## config.mk

```make
export PLATFORM = sky130hd
export DESIGN_NAME = palette_error_diffusion_dither
export DESIGN_NICKNAME = d
export VERILOG_FILES = /design/src/rtl/ped_pkg.sv /design/src/rtl/palette_error_diffusion_dither.sv /design/src/rtl/ped_ram.sv
export SDC_FILE = /design/constraint.sdc
export NUM_CORES = 2
export LEC_CHECK = 0
export BUFFER_PORTS_ARGS = -buffer_cell sky130_fd_sc_hd__buf_2
export CORE_MARGIN = 8
export CORE_UTILIZATION = 47
export CTS_BUF_LIST = sky130_fd_sc_hd__clkbuf_2
export DETAILED_ROUTE_END_ITERATION = 12
export RECOVER_POWER = 25
export REMOVE_ABC_BUFFERS = 1
export SLEW_MARGIN = 20
export SYNTH_ARGS = -nofsm -noshare
export SYNTH_HDL_FRONTEND = slang
export SYNTH_MEMORY_MAX_BITS = 65536
export SYNTH_SLANG_ARGS = --single-unit
```

## constraint.sdc

```tcl
create_clock -name clk -period 11.05 [get_ports clk]
set_clock_uncertainty 0.05 [all_clocks]
set_input_delay 2.21 -clock clk [delete_from_list [all_inputs] [get_ports clk]]
set_output_delay 2.21 -clock clk [all_outputs]
set_load 0.03 [all_outputs]
```

## src/rtl/ped_pkg.sv

```systemverilog
`timescale 1ns / 1ps
`default_nettype none
// ----------------------------------------------------------------------------
// ped_pkg
// Shared types and constants of the palette error-diffusion dither.
// ----------------------------------------------------------------------------
package ped_pkg;

	localparam int DEF_PALETTE_ENTRIES = 256;
	localparam int DEF_COMPONENT_BITS  = 6;

	localparam int INDEX_BITS = 8;
	localparam int NOISE_BITS = 5;

	// brightness = (5R + 9G + 2B) >> 4
	localparam int WEIGHT_R     = 5;
	localparam int WEIGHT_G     = 9;
	localparam int WEIGHT_B     = 2;
	localparam int BRIGHT_SHIFT = 4;

	localparam int THRESHOLD  = 32;
	localparam int FULL_SCALE = 63;
	localparam int CARRY_DIV  = 3;

	typedef enum logic {
		FUNC_PIXEL     = 1'b0,
		FUNC_PAL_WRITE = 1'b1
	} func_t;

endpackage
`default_nettype wire

```

## src/rtl/palette_error_diffusion_dither.sv

```systemverilog
`timescale 1ns / 1ps
`default_nettype none
// ----------------------------------------------------------------------------
// palette_error_diffusion_dither
// One-bit error-diffusion dither of palette-indexed pixels.
// ----------------------------------------------------------------------------
// Usage:
//   Input channel (in_valid/in_ready) carries either a palette write
//   (func = FUNC_PAL_WRITE: color_index, red, green, blue) or a pixel
//   (func = FUNC_PIXEL: color_index, first_in_line, start_noise).
//   Output channel (out_valid/out_ready) carries one mono_pixel per pixel;
//   palette writes give no output.
//   Throughput: one item per cycle while the output is not held. The palette
//   RAM read, a brightness stage and the carry stage form a three-stage
//   pipeline; the error carry closes within the last stage, so pixels follow
//   back to back. A transferred pixel passes the stage-1, stage-2 and output
//   registers in that order before it is offered at the output.
//   A palette write is visible to any pixel transferred in a later cycle.
//   When out_ready is low the output register holds and the stages behind
//   it keep filling; in_ready drops only once every stage is occupied.
//   Reset clears the pipeline valids and the carried error. The palette is
//   not cleared: pixels must only use entries that have been written.
// ----------------------------------------------------------------------------
module palette_error_diffusion_dither #(
	parameter int PALETTE_ENTRIES = ped_pkg::DEF_PALETTE_ENTRIES,
	parameter int COMPONENT_BITS  = ped_pkg::DEF_COMPONENT_BITS
) (
	input  wire logic                               clk,
	input  wire logic                               arst_n,
	input  wire logic                               in_valid,
	output logic                                    in_ready,
	input  wire logic                               func,
	input  wire logic [ped_pkg::INDEX_BITS-1:0]     color_index,
	input  wire logic [COMPONENT_BITS-1:0]          red,
	input  wire logic [COMPONENT_BITS-1:0]          green,
	input  wire logic [COMPONENT_BITS-1:0]          blue,
	input  wire logic                               first_in_line,
	input  wire logic signed [ped_pkg::NOISE_BITS-1:0] start_noise,
	output logic                                    out_valid,
	input  wire logic                               out_ready,
	output logic                                    mono_pixel
);

	localparam int CB  = COMPONENT_BITS;
	localparam int AW  = (PALETTE_ENTRIES > 1) ? $clog2(PALETTE_ENTRIES) : 1;
	localparam int EW  = 3 * CB;
	localparam int PW  = CB + 5;          // weighted sum width
	localparam int SW  = CB + 3;          // signed error/sum width
	// reciprocal of 3, exact for magnitudes below 2**(SW-1)
	localparam int DS  = SW;
	localparam int DM  = ((1 << DS) + 2) / ped_pkg::CARRY_DIV;

	// ---------------------------------------------------------------- control
	logic in_xfer, pix_xfer, wr_xfer;
	logic valid_s1, valid_s2, out_valid_q;
	logic out_free, ld2, ld1;

	assign out_free = !out_valid_q || out_ready;
	assign ld2      = !valid_s2 || out_free;
	assign ld1      = !valid_s1 || ld2;
	assign in_ready = ld1;

	assign in_xfer  = in_valid && in_ready;
	assign pix_xfer = in_xfer && (ped_pkg::func_t'(func) == ped_pkg::FUNC_PIXEL);
	assign wr_xfer  = in_xfer && (ped_pkg::func_t'(func) == ped_pkg::FUNC_PAL_WRITE);

	logic in_range;
	assign in_range = {1'b0, color_index} < (ped_pkg::INDEX_BITS + 1)'(PALETTE_ENTRIES);

	// ---------------------------------------------------------------- palette
	logic [EW-1:0] ram_rdata;

	ped_ram #(
		.WIDTH (EW),
		.DEPTH (PALETTE_ENTRIES)
	) u_palette (
		.clk   (clk),
		.we    (wr_xfer && in_range),
		.waddr (color_index[AW-1:0]),
		.wdata ({red, green, blue}),
		.re    (pix_xfer),
		.raddr (color_index[AW-1:0]),
		.rdata (ram_rdata)
	);

	// ---------------------------------------------------------------- stage 1
	logic                                   oob_s1;
	logic                                   first_s1;
	logic signed [ped_pkg::NOISE_BITS-1:0]  noise_s1;

	always_ff @(posedge clk or negedge arst_n) begin
		if (!arst_n) begin
			valid_s1 <= 1'b0;
		end else if (ld1) begin
			valid_s1 <= pix_xfer;
		end
	end

	always_ff @(posedge clk) begin
		if (pix_xfer) begin
			oob_s1   <= !in_range;
			first_s1 <= first_in_line;
			noise_s1 <= start_noise;
		end
	end

	logic [CB-1:0] r_s1, g_s1, b_s1;
	logic [PW-1:0] wsum_s1;
	logic [CB-1:0] bright_s1;

	assign {r_s1, g_s1, b_s1} = ram_rdata;

	always_comb begin
		wsum_s1 = PW'(r_s1) * PW'(ped_pkg::WEIGHT_R)
		        + PW'(g_s1) * PW'(ped_pkg::WEIGHT_G)
		        + PW'(b_s1) * PW'(ped_pkg::WEIGHT_B);
		bright_s1 = oob_s1 ? '0 : CB'(wsum_s1 >> ped_pkg::BRIGHT_SHIFT);
	end

	// ---------------------------------------------------------------- stage 2
	logic [CB-1:0]                          bright_s2;
	logic                                   first_s2;
	logic signed [ped_pkg::NOISE_BITS-1:0]  noise_s2;

	always_ff @(posedge clk or negedge arst_n) begin
		if (!arst_n) begin
			valid_s2 <= 1'b0;
		end else if (ld2) begin
			valid_s2 <= valid_s1;
		end
	end

	always_ff @(posedge clk) begin
		if (ld2 && valid_s1) begin
			bright_s2 <= bright_s1;
			first_s2  <= first_s1;
			noise_s2  <= noise_s1;
		end
	end

	// error carry loop
	logic signed [SW-1:0]  carry_q;
	logic signed [SW-1:0]  err_in, sum, resid, carry_nxt;
	logic        [SW-1:0]  mag;
	logic        [2*SW-1:0] prod;
	logic        [SW-1:0]  quot;
	logic                  bit_out;

	always_comb begin
		err_in  = first_s2 ? SW'(noise_s2) : carry_q;
		sum     = $signed({3'b000, bright_s2}) + err_in;
		bit_out = sum > $signed(SW'(ped_pkg::THRESHOLD));
		resid   = bit_out ? (sum - $signed(SW'(ped_pkg::FULL_SCALE))) : sum;
		mag     = resid[SW-1] ? SW'(-resid) : SW'(resid);
		prod    = (2 * SW)'(mag) * (2 * SW)'(DM);
		quot    = SW'(prod >> DS);
		carry_nxt = resid[SW-1] ? -$signed(quot) : $signed(quot);
	end

	logic adv2;
	assign adv2 = valid_s2 && out_free;

	always_ff @(posedge clk or negedge arst_n) begin
		if (!arst_n) begin
			carry_q     <= '0;
			out_valid_q <= 1'b0;
		end else begin
			if (adv2) begin
				carry_q <= carry_nxt;
			end
			if (out_free) begin
				out_valid_q <= valid_s2;
			end
		end
	end

	logic mono_q;
	always_ff @(posedge clk) begin
		if (adv2) begin
			mono_q <= bit_out;
		end
	end

	assign out_valid  = out_valid_q;
	assign mono_pixel = mono_q;

	// ---------------------------------------------------------------- checks
	// palette writes never occupy the pipeline
	a_write_no_slot: assert property (@(posedge clk) disable iff (!arst_n)
		wr_xfer |=> !valid_s1)
		else $error("palette write entered the pixel pipeline");

	// every accepted pixel lands in stage 1
	a_pixel_slot: assert property (@(posedge clk) disable iff (!arst_n)
		pix_xfer |=> valid_s1)
		else $error("accepted pixel lost at stage 1");

	// a result only appears behind an occupied carry stage
	a_out_source: assert property (@(posedge clk) disable iff (!arst_n)
		$rose(out_valid_q) |-> $past(valid_s2))
		else $error("output raised without a pixel in stage 2");

endmodule
`default_nettype wire

```

## src/rtl/ped_ram.sv

```systemverilog
`timescale 1ns / 1ps
`default_nettype none
// ----------------------------------------------------------------------------
// ped_ram
// Generic single-write, single-read RAM with registered read and read enable.
// ----------------------------------------------------------------------------
module ped_ram #(
	parameter int WIDTH = 18,
	parameter int DEPTH = 256
) (
	input  wire logic                     clk,
	input  wire logic                     we,
	input  wire logic [$clog2(DEPTH)-1:0] waddr,
	input  wire logic [WIDTH-1:0]         wdata,
	input  wire logic                     re,
	input  wire logic [$clog2(DEPTH)-1:0] raddr,
	output logic      [WIDTH-1:0]         rdata
);

	logic [WIDTH-1:0] mem [DEPTH];

	always_ff @(posedge clk) begin
		if (we) begin
			mem[waddr] <= wdata;
		end
		if (re) begin
			rdata <= mem[raddr];
		end
	end

endmodule
`default_nettype wire

```

==> flow_results.xml <==
<?xml version="1.0" encoding="UTF-8"?>
<metrics>
  <group name="logic_synthesis">
    <metric name="ys.flop_type" unit="">edfxtp_1</metric>
    <metric name="synth.mux.area_fraction" unit="">0.184</metric>
    <metric name="netlist.top_cell.by_area" unit="">edfxtp_1</metric>
    <metric name="yosysMostFrequentCell" unit="">edfxtp_1</metric>
    <metric name="share_of_synthesized_registers_carrying_an_async_set_or_reset" unit="">0.00258</metric>
    <metric name="postSynthCellCount" unit="">7521</metric>
    <metric name="yosys.area_share.xor_xnor" unit="">0.00168</metric>
    <metric name="yosys.area_share.adder" unit="">0.00841</metric>
    <metric name="synth_common_cells" unit="">4645 x edfxtp_1, 1466 x mux4_2, 304 x nor2_1, 222 x clkbuf_1, 125 x nand2_1</metric>
    <metric name="synth_top_area_share" unit="">0.772</metric>
    <metric name="synth.cell_area" unit="um2">181000</metric>
    <metric name="synth_compound_gate_area_share" unit="">0.00850</metric>
    <metric name="synth-seq-cells" unit="">4657</metric>
    <metric name="ys.warnings.count" unit="">0</metric>
    <metric name="synth-edff-count" unit="">4645</metric>
    <metric name="synth_sequential_area_ratio" unit="">0.774</metric>
    <metric name="post_synth_main_area_contributors" unit="">edfxtp_1 77%, mux4_2 18%, nor2_1 0.63%, ha_1 0.52%, clkbuf_1 0.46%</metric>
    <metric name="post_synth.cell_area_avg" unit="um2">24.0</metric>
    <metric name="yosys.cell_types.count" unit="">82</metric>
    <metric name="dominant_combinational_cell_family_by_area_after_synthesis" unit="">multiplexers</metric>
    <metric name="yosys.area_share.simple" unit="">0.0136</metric>
  </group>
  <group name="timing">
    <metric name="rsz0062_at_grt" unit="">false</metric>
    <metric name="period_minus_slack" unit="ns">9.86</metric>
    <metric name="fraction_of_the_cycle_the_final_worst_path_needs" unit="">0.892</metric>
    <metric name="tightest_slew" unit="ns">7.21</metric>
    <metric name="hold_ws" unit="ns">0.322</metric>
    <metric name="finalHoldViolCount" unit="">0</metric>
    <metric name="maxClockFrequency" unit="GHz">0.101</metric>
    <metric name="setup_violations" unit="">0</metric>
    <metric name="totalNegativeSetupSlack" unit="ns">0</metric>
    <metric name="slew_violations" unit="">2633</metric>
    <metric name="maxSlewHeadroom" unit="">-3.80</metric>
  </group>
  <group name="min_path">
    <metric name="min-delay-path-class" unit="">reg -&gt; reg</metric>
    <metric name="timing.hold.worst_path_depth" unit="">1</metric>
  </group>
  <group name="cells_and_area">
    <metric name="layout.nets" unit="">8877</metric>
    <metric name="flow.area_growth_from_synthesis" unit="%">10.3</metric>
    <metric name="n_fill_cell" unit="">29900</metric>
    <metric name="utilization" unit="">0.521</metric>
    <metric name="finalInstanceArea" unit="um2">199000</metric>
    <metric name="sequential_cell_area" unit="um2">140000</metric>
    <metric name="post_route_cells_drive_above_1_share" unit="">0.409</metric>
    <metric name="multi_input_comb_area" unit="um2">40000</metric>
  </group>
  <group name="clock_network">
    <metric name="worstSkewPairLatency" unit="ns">2.25</metric>
    <metric name="cts_tree" unit="">built</metric>
    <metric name="clock_sinks" unit="">4657</metric>
    <metric name="clock_tree.htree_level_count" unit="">7</metric>
    <metric name="cts_resized" unit="">0</metric>
    <metric name="clk_pin_slew" unit="ns">0.11</metric>
    <metric name="clock_tree.root_cell" unit="">clkbuf_2</metric>
    <metric name="cts_hold_buf" unit="">12</metric>
    <metric name="cts-root-to-sink-buffers" unit="">5</metric>
    <metric name="cts.repair_timing.setup_buffer_count" unit="">0</metric>
    <metric name="cts_buffers" unit="">1209</metric>
  </group>
  <group name="power">
    <metric name="ir_drop" unit="uV">1560</metric>
    <metric name="power.density_cell_area" unit="nW/um2">219</metric>
    <metric name="power.static_leakage" unit="nW">63.4</metric>
  </group>
  <group name="global_route">
    <metric name="groute.usage.overall" unit="">0.237</metric>
    <metric name="grt_overflow_total" unit="">0</metric>
    <metric name="global_route_wire_length_before_repair" unit="um">678000</metric>
    <metric name="grt_max_degree" unit="">177</metric>
    <metric name="initial_antenna_violation_count" unit="">23</metric>
    <metric name="first_global_vias" unit="">92400</metric>
  </group>
  <group name="routing">
    <metric name="drc" unit="">2</metric>
    <metric name="drt_iter0_drc" unit="">10400</metric>
    <metric name="drt_wl_total" unit="um">481000</metric>
    <metric name="ant_nets" unit="">0</metric>
    <metric name="detail_route.vias_per_cell" unit="">6.10</metric>
    <metric name="wl_per_cell" unit="um">33.3</metric>
    <metric name="detailroute.via_count" unit="">88200</metric>
    <metric name="drt_pass1_iterations" unit="">9</metric>
  </group>
  <group name="setup_path">
    <metric name="ff2ff_path_depth" unit="">33</metric>
    <metric name="slowest_stage" unit="">clkdlybuf4s25_1</metric>
    <metric name="critical_path_peak_fanout" unit="">176</metric>
    <metric name="type_of_destination_of_the_critical_path" unit="">flop</metric>
    <metric name="timing.critical_path.max_delay_family" unit="">buffers and inverters</metric>
    <metric name="cp.depth" unit="">2</metric>
    <metric name="timing.critical_path.required" unit="ns">11.85</metric>
    <metric name="worstSetupStartpointType" unit="">primary input</metric>
    <metric name="arrival" unit="ns">10.66</metric>
    <metric name="worst_path_buffer_plus_inverter_count" unit="">2</metric>
    <metric name="critPathKind" unit="">in -&gt; reg</metric>
    <metric name="cpPeakStageDelay" unit="ns">5.22</metric>
    <metric name="crit_path_cell_trace" unit="">clkbuf_1 -&gt; clkdlybuf4s25_1</metric>
  </group>
  <group name="die">
    <metric name="dieArea" unit="um2">404000</metric>
    <metric name="fp.coreArea" unit="um2">383000</metric>
    <metric name="placement_rows" unit="">227</metric>
    <metric name="die_width" unit="um">636</metric>
    <metric name="top_level_ports" unit="">40</metric>
    <metric name="start_util" unit="">0.472</metric>
    <metric name="die_height" unit="um">636</metric>
  </group>
  <group name="run">
    <metric name="maxCapViolCount" unit="">30</metric>
  </group>
  <group name="placement">
    <metric name="gp_congestion" unit="">0.845</metric>
    <metric name="place_area" unit="um2">190000</metric>
    <metric name="detailedPlacementHpwl" unit="um">273000</metric>
    <metric name="port_buffers" unit="">39</metric>
  </group>
  <group name="run_status">
    <metric name="status" unit="">finished with violations</metric>
    <metric name="failed_checks" unit="">design-rule violations, max-capacitance violations, max-slew violations</metric>
  </group>
</metrics>
[final timing paths]
kind | endpoint | startpoint | slack, ns
max reg2reg | carry_q[6]$_DFFE_PN0P_ | first_s2$_DFFE_PP_ | 1.94
max in group asynchronous | carry_q[5]$_DFFE_PN0P_ | arst_n | 8.86
min | valid_s2$_DFFE_PN0P_ | valid_s1$_DFFE_PN0N_ | 0.32
min in group asynchronous | carry_q[2]$_DFFE_PN0P_ | arst_n | 0.95
min reg2reg | valid_s2$_DFFE_PN0P_ | valid_s1$_DFFE_PN0N_ | 0.32
max | u_palette.mem[57][15]$_DFFE_PP_ | red[3] | 1.19
[through the flow]
step	total power [mW]	setup slack, ns	instances
2_1_floorplan	30.1	3.27	7128
5_1_grt	46.1	0.788	14500
3_5_place_dp	33.0	2.18	12500
6_report	43.6	1.19	14500
4_1_cts	44.0	2.03	14400
3_3_place_gp	33.0	2.32	12500
[sequential cells by signal, summed over array words and instances (netlist names)]
name / cells
out_valid: 1
bright_s2: 6
valid_s1: 1
carry_q: 9
noise_s1: 5
u_palette.rdata: 18
first_s1: 1
mono_pixel: 1
noise_s2: 5
first_s2: 1
u_palette.mem: 4608
valid_s2: 1
[report_power, final]
| group | internal (mW) | switching, mW |
|---|---|---|
| Combinational | 5.34 | 7.68 |
| Sequential | 19.5 | 0.0246 |
| Clock | 4.37 | 6.61 |
[metal layers]
metal / wire (um) / global-route usage / vias up / part of all wire
met5: 50 / 0 / - / 0.00010
li1: - / - / 35400 / -
met2: 235000 / 0.378 / 4256 / 0.49
met1: 191000 / 0.321 / 47900 / 0.40
met3: 40700 / 0.0595 / 705 / 0.085
met4: 14500 / 0.0875 / 8 / 0.030
[area by class of cell]
cell class                      instances  share of cell area
Timing Repair Buffer                  397              0.0157
Clock buffer                         1662              0.0418
Clock inverter                        223             0.00661
Sequential cell                      4657               0.702
Inverter                               80             0.00152
Multi-Input combinational cell       2391               0.201
Antenna cell                           13            0.000163
Tap cell                             5038              0.0316
[cell usage in the layout (no fill, tap or decap), drive strengths merged, types with 17 or more instances in the layout]
cell type,n
edfxtp,4645
clkbuf,1695
mux4,1466
buf,350
nor2,304
clkinv,178
nand2,125
inv,106
ha,75
a22oi,39
o21ai,32
nand3,31
fa,29
nor3,27
a21oi,24
xnor2,19
nand4,18
bufinv,17
[kinds of logic (layout without fill, tap and decap cells)]
| kind of cell | after synthesis | in the layout |
|---|---|---|
| muxes | 1482 | 1482 |
| AOI/OAI and AO/OA | 203 | 203 |
| other | 0 | 13 |
| and+or+nand+nor | 569 | 569 |
| xor gates and xnor gates | 33 | 33 |
| DFF | 4657 | 4657 |
| adders and majority gates | 104 | 104 |
| buffers and inverters | 473 | 2362 |
(Power assumes the default switching activity.)
